<file path="config.mk">
export PLATFORM = sky130hd
export DESIGN_NAME = booth_signed_multiplier
export DESIGN_NICKNAME = d
export VERILOG_FILES = /design/src/hdl/bsm_pkg.sv /design/src/hdl/bsm_cell.sv /design/src/hdl/booth_signed_multiplier.sv
export SDC_FILE = /design/constraint.sdc
export NUM_CORES = 1
export LEC_CHECK = 0
export BUFFER_PORTS_ARGS = -buffer_cell sky130_fd_sc_hd__buf_2
export CORE_ASPECT_RATIO = 0.6
export CORE_UTILIZATION = 30
export CTS_CLUSTER_SIZE = 24
export DETAILED_ROUTE_END_ITERATION = 8
export PLACE_DENSITY = 0.52
export REMOVE_ABC_BUFFERS = 1
export SLEW_MARGIN = 20
export SYNTH_ARGS = -nofsm -noshare
export SYNTH_HDL_FRONTEND = slang
export SYNTH_SLANG_ARGS = --single-unit
</file>
<file path="constraint.sdc">
create_clock -name clk_i -period 3.5 [get_ports clk_i]
set_input_delay 0.7 -clock clk_i [delete_from_list [all_inputs] [get_ports clk_i]]
set_output_delay 0.7 -clock clk_i [all_outputs]
set_load 0.01 [all_outputs]
</file>
<file path="src/hdl/bsm_pkg.sv">
// Shared definitions for the radix-2 Booth multiplier.
// Holds the Booth recoding type and function and the stream byte size.
// No dependencies.
package bsm_pkg;

  // Stream words are padded to whole bytes
  localparam int unsigned ByteW = 8;

  // Action chosen by one Booth bit pair
  typedef enum logic [1:0] {
    BoothNop,
    BoothAdd,
    BoothSub
  } booth_op_e;

  // Recode (current bit, previous bit) of the multiplier
  function automatic booth_op_e booth_recode(input logic cur, input logic prev);
    booth_op_e op;
    unique case ({cur, prev})
      2'b00:   op = BoothNop;
      2'b01:   op = BoothAdd;
      2'b10:   op = BoothSub;
      2'b11:   op = BoothNop;
      default: op = BoothNop;
    endcase
    return op;
  endfunction

endpackage

</file>
<file path="src/hdl/bsm_cell.sv">
// One Booth step of the multiplier chain: add, subtract or neither, then shift right.
// Holds one word in flight with its own valid bit and elastic handshake.
// Depends on bsm_pkg.
module bsm_cell #(
  parameter int unsigned WIDTH = 8
) (
  input  logic             clk_i,
  input  logic             rst_ni,
  // upstream side
  input  logic             valid_i,
  output logic             ready_o,
  input  logic [WIDTH:0]   acc_i,     // accumulator with guard bit
  input  logic [WIDTH-1:0] mplier_i,  // multiplier / low product bits
  input  logic             prev_i,    // Booth bit below mplier_i[0]
  input  logic [WIDTH-1:0] mcand_i,
  // downstream side
  output logic             valid_o,
  input  logic             ready_i,
  output logic [WIDTH:0]   acc_o,
  output logic [WIDTH-1:0] mplier_o,
  output logic             prev_o,
  output logic [WIDTH-1:0] mcand_o
);

  bsm_pkg::booth_op_e op;
  logic [WIDTH:0]     mcand_x;
  logic [WIDTH:0]     sum;
  logic [WIDTH:0]     acc_d, acc_q;
  logic [WIDTH-1:0]   mplier_d, mplier_q;
  logic               prev_d, prev_q;
  logic [WIDTH-1:0]   mcand_q;
  logic               valid_q;
  logic               load;

  // Booth add/subtract on the guarded accumulator
  always_comb begin
    op      = bsm_pkg::booth_recode(mplier_i[0], prev_i);
    mcand_x = {mcand_i[WIDTH-1], mcand_i};
    unique case (op)
      bsm_pkg::BoothAdd: sum = acc_i + mcand_x;
      bsm_pkg::BoothSub: sum = acc_i - mcand_x;
      bsm_pkg::BoothNop: sum = acc_i;
      default:           sum = acc_i;
    endcase
  end

  // Arithmetic right shift of {acc, mplier, prev}
  always_comb begin
    acc_d    = {sum[WIDTH], sum[WIDTH:1]};
    mplier_d = {sum[0], mplier_i[WIDTH-1:1]};
    prev_d   = mplier_i[0];
  end

  // Stage takes a word when empty or when its word moves on
  assign ready_o = !valid_q || ready_i;
  assign load    = valid_i && ready_o;

  always_ff @(posedge clk_i or negedge rst_ni) begin
    if (!rst_ni) begin
      valid_q <= 1'b0;
    end else if (ready_o) begin
      valid_q <= valid_i;
    end
  end

  always_ff @(posedge clk_i) begin
    if (load) begin
      acc_q    <= acc_d;
      mplier_q <= mplier_d;
      prev_q   <= prev_d;
      mcand_q  <= mcand_i;
    end
  end

  assign valid_o  = valid_q;
  assign acc_o    = acc_q;
  assign mplier_o = mplier_q;
  assign prev_o   = prev_q;
  assign mcand_o  = mcand_q;

endmodule

</file>
<file path="src/hdl/booth_signed_multiplier.sv">
// Signed radix-2 Booth multiplier: a chain of WIDTH step cells, one per multiplier bit,
// each holding one operand pair in flight. It accepts one operand pair per clock while the
// output is not stalled and returns the exact 2*WIDTH-bit signed product, registered in
// each cell of the chain in turn; the last cell drives the output word. Each cell has its own
// valid bit, so a stalled output only holds the words queued behind it while bubbles
// further up keep filling. The accumulator has a guard bit, so the most negative
// operands give exact products.
// Depends on bsm_pkg and bsm_cell.
module booth_signed_multiplier #(
  parameter int unsigned WIDTH = 8
) (
  input  logic clk_i,
  input  logic rst_ni,
  // operand stream
  input  logic s_axis_tvalid,
  output logic s_axis_tready,
  // [WIDTH-1:0] multiplicand, [2*WIDTH-1:WIDTH] multiplier, rest zero
  input  logic [((2*WIDTH+bsm_pkg::ByteW-1)/bsm_pkg::ByteW)*bsm_pkg::ByteW-1:0] s_axis_tdata,
  // product stream
  output logic m_axis_tvalid,
  input  logic m_axis_tready,
  // [2*WIDTH-1:0] product, rest zero
  output logic [((2*WIDTH+bsm_pkg::ByteW-1)/bsm_pkg::ByteW)*bsm_pkg::ByteW-1:0] m_axis_tdata
);

  localparam int unsigned ProdW = 2 * WIDTH;
  localparam int unsigned DataW = ((ProdW + bsm_pkg::ByteW - 1) / bsm_pkg::ByteW) *
                                  bsm_pkg::ByteW;

  // Links between cells: link k feeds cell k
  logic             valid_s  [WIDTH+1];
  logic             ready_s  [WIDTH+1];
  logic [WIDTH:0]   acc_s    [WIDTH+1];
  logic [WIDTH-1:0] mplier_s [WIDTH+1];
  logic             prev_s   [WIDTH+1];
  logic [WIDTH-1:0] mcand_s  [WIDTH+1];
  logic [ProdW-1:0] product;

  // Chain head: fresh operand pair, cleared accumulator
  assign valid_s[0]    = s_axis_tvalid;
  assign s_axis_tready = ready_s[0];
  assign acc_s[0]      = '0;
  assign mplier_s[0]   = s_axis_tdata[ProdW-1:WIDTH];
  assign prev_s[0]     = 1'b0;
  assign mcand_s[0]    = s_axis_tdata[WIDTH-1:0];

  for (genvar k = 0; k < WIDTH; k++) begin : g_cell
    bsm_cell #(
      .WIDTH (WIDTH)
    ) u_cell (
      .clk_i    (clk_i),
      .rst_ni   (rst_ni),
      .valid_i  (valid_s[k]),
      .ready_o  (ready_s[k]),
      .acc_i    (acc_s[k]),
      .mplier_i (mplier_s[k]),
      .prev_i   (prev_s[k]),
      .mcand_i  (mcand_s[k]),
      .valid_o  (valid_s[k+1]),
      .ready_i  (ready_s[k+1]),
      .acc_o    (acc_s[k+1]),
      .mplier_o (mplier_s[k+1]),
      .prev_o   (prev_s[k+1]),
      .mcand_o  (mcand_s[k+1])
    );
  end

  // Chain tail: product is the low accumulator bits over the shifted-out bits
  assign ready_s[WIDTH] = m_axis_tready;
  assign m_axis_tvalid  = valid_s[WIDTH];
  assign product        = {acc_s[WIDTH][WIDTH-1:0], mplier_s[WIDTH]};
  assign m_axis_tdata   = DataW'(product);

  // prev and mcand of the last link carry nothing further
  logic unused_tail;
  assign unused_tail = prev_s[WIDTH] ^ (^mcand_s[WIDTH]) ^ acc_s[WIDTH][WIDTH];

endmodule
</file>
==> results.md <==
* Status: completed
* Vias in the first global route at 6770
* Critical Path End Type: register
* Core area at 0.0364 mm²
* Final Hold Viols at 0
* Synth warnings at 0
* I/O pin cnt at 38
* CP Cell Sequence: inv_1, ha_1, nor3b_1, nor2_1, xnor2_1, ha_1, o21ai_0, nor2_1, o41ai_1, a21oi_1, or3_1
* Largest family of logic cells by synthesized area: simple AND/OR/NAND/NOR gates
* Setup repair bufs after CTS at 0
* Critical Path Source Type: register
* Final Setup Violations at 0
* Clock sink count at 199
* Synth Area per Inst at 11.6 µm²
* Setup crit end: g_cell[3].u_cell.acc_o[7]$_DFFE_PP_
* Maximum vdd drop at about 0.44 mV
* I/O Buffers at 37
* Hold_buf cts at 0
* NumNets Final at 1093
* Post-synth cell types at 64
* Grt total ovfl at 0
* H-tree depth reported by CTS at 4
* Async set-reset flop share out of synthesis at between 4 and 5%
* Worst setup path startpoint: g_cell[2].u_cell.mcand_o[0]$_DFFE_PP_
* Highest Clock Rate at 308 MHz
* Register area share after synthesis at 53.5%
* Final wirelength at 22800 µm
* GRT Total Usage at 12.7%
* RR Endpoint: g_cell[3].u_cell.acc_o[7]$_DFFE_PP_
* Worst-margin pin slew at 0.808 ns
* Post-CTS sizing at 0
* Setup TNS at 0 ns
* CTS buffer count at 17
* Setup WS post-layout at 0.256 ns
* Register bit total from synthesis at 199
* Ys flop type: edfxtp_1
* # DRC at 0
* CTS tree: built
* Initial antenna violation count at 0
* CP peak stage delay at 0.49 ns
* FF-to-FF path depth at 11
* Pleak at 4.57 nW
* Hold crit path type: in -> async
* Complex-gate fraction of the synthesized area at a little under an eighth
* Most frequent cells in the layout: 191 x edfxtp_1, 71 x ha_1, 65 x inv_1, 63 x nand2_1, 61 x nor2_1
* Critical Path AT at 3.43 ns
* Maxcap violations at 0
* Rows at 54
* First DRT Iteration DRCs at 486
* DP Worst Slack at 0.336 ns
* Commonest non-fill, non-tap cell in the layout: edfxtp_1
* Placer congestion estimate at 0.833
* DRT antenna net count at 0
* Largest net degree at the start of global routing at 26
* Global-route wire length before repair at 37400 µm
* Max Slew Vio Count at 0
* Post-DP HPWL at 17700 µm
* Die area at 0.0378 mm²
* Synth Area in XOR/XNOR at 5.76%
* Clk_lat worst skew at 0.45 ns
* Clock skew at 0.0139 ns
* Gate Count Post-Synth at roughly 960
* Post-place instance area at about 0.012 mm²
* Area of the multi-input gates at 0.00476 mm²
* Mapped cell area at 0.0111 mm²
* Router iterations before antenna repair at 5
* Initial Util at 30.5%
* DR WL/cell at 15.4 µm
* Clock Path Buffers at 2
* Clock root buffer master: clkbuf_16
* Vias after detailed routing at 7340
* Die Ht at 151 µm
* Fin crit period at roughly 3.2 ns
* Slowest stage cell, crit path: o41ai_1
* Seq. cell area at a little under 0.006 mm²
* Filler cells at approximately 3600
* Clock transition at path regs at 0.07 ns
* Vias/cell at 4.94
* Design Area, Final at 0.0124 mm²
* Die span in x at about 250 µm
* Final Util at 34.1%
* Mux contribution to synthesized area at ~2.1%
* Post-Synth Adder-Cell Area at 9.27%
* Critical Path RT at between 3 and 4 ns
* Total power at 11.0 mW
* Number of synthesized flops with an enable pin at between 150 and 200
* Max_slew headroom at ~46%
* Simple-gate share of the synthesized area at 14.3%
* RSZ-0062 raised after global routing: false
* Worst Setup Path Type: reg -> reg
* Area growth, synth to finish at 11.9%
* Crit-path max FO at 5
* PwrDens at about 890 mW/mm²
* R2r setup slk at approximately 0.26 ns
* Reg2reg start: g_cell[2].u_cell.mcand_o[0]$_DFFE_PP_
* Share of cells above drive strength 1 at 10.6%
* Final period util at ~93%
[flip-flops by register name, summed over array words and instances (netlist names)]
name,count
g_cell.u_cell.acc_o,64
g_cell.u_cell.valid_o,8
g_cell.u_cell.mcand_o,56
g_cell.u_cell.mplier_o,64
g_cell.u_cell.prev_o,7
[layout make-up]
class                      instances  share of cell area, %
timing repair buffer              50                   2.28
tap                              476                   4.79
clock inverter                    13                   1.33
antenna                            1                 0.0201
multi-input combinational        662                   38.3
sequential                       199                   47.8
clock buffer                      19                   3.56
inverter                          65                   1.96
[worst max-delay path, delay by kind of cell, from the launching register on]
family | cells | cell delay, ns
and+or+nand+nor | 4 | 1.04
AOI/OAI and AO/OA | 3 | 0.71
adders and majority gates | 2 | 0.53
DFF | 1 | 0.46
xor gates and xnor gates | 1 | 0.14
buffers and inverters | 1 | 0.10
[cells in the mapped netlist, types with 15 or more instances]
master    count  area, µm²
edfxtp_1    191       5740
ha_1         71        888
inv_1        65        244
nand2_1      63        236
nor2_1       61        229
xnor2_1      59        517
nor3_1       44        220
a21oi_1      43        215
o21ai_0      40        200
o21a_1       20        150
o31ai_1      19        143
nor3b_1      17        128
clkbuf_1     16       60.1
mux2i_1      15        150
[cells by family after synthesis]
kind of cell	after synthesis
and+or+nand+nor	298
DFF	199
AOI/OAI and AO/OA	191
buffers and inverters	96
adders and majority gates	78
xor gates and xnor gates	73
muxes	22
[power breakdown]
group	total, mW	internal, mW	switching, mW	leakage, nW
Clock	2.02	1.10	0.926	0.289
Combinational	4.91	2.11	2.80	2.32
Sequential	4.08	3.62	0.455	1.96
[worst min path at each step]
| stage | depth (start not counted) | startpoint | end | slack (ns) |
|---|---|---|---|---|
| after floorplan | 0 | rst_ni | g_cell[0].u_cell.valid_o$_DFFE_PN0N_ | 0.40 |
| after global placement | 0 | g_cell[1].u_cell.mplier_o[4]$_DFFE_PP_ | g_cell[2].u_cell.mplier_o[3]$_DFFE_PP_ | 0.40 |
| after detailed placement | 0 | g_cell[0].u_cell.mplier_o[5]$_DFFE_PP_ | g_cell[1].u_cell.mplier_o[4]$_DFFE_PP_ | 0.40 |
| after CTS | 1 | rst_ni | g_cell[2].u_cell.valid_o$_DFFE_PN0P_ | 0.07 |
| after global routing | 1 | rst_ni | g_cell[2].u_cell.valid_o$_DFFE_PN0P_ | 0.08 |
| final | 1 | rst_ni | g_cell[1].u_cell.valid_o$_DFFE_PN0P_ | 0.08 |
[metal layers]
| metal | GRT usage (%) | part of all wire, % |
|---|---|---|
| met5 | 0 | 0 |
| met4 | 2.94 | 0.46 |
| met3 | 2.92 | 5.3 |
| met2 | 15.4 | 35 |
| met1 | 21.2 | 59 |
[stage by stage]
stage,hold WS (ns),std cells
after CTS,0.0686,1484
after global routing,0.0794,1484
final,0.0827,1485
after global placement,0.403,1452
after floorplan,0.400,926
after detailed placement,0.405,1452
Power figures use the tool's default switching activity.
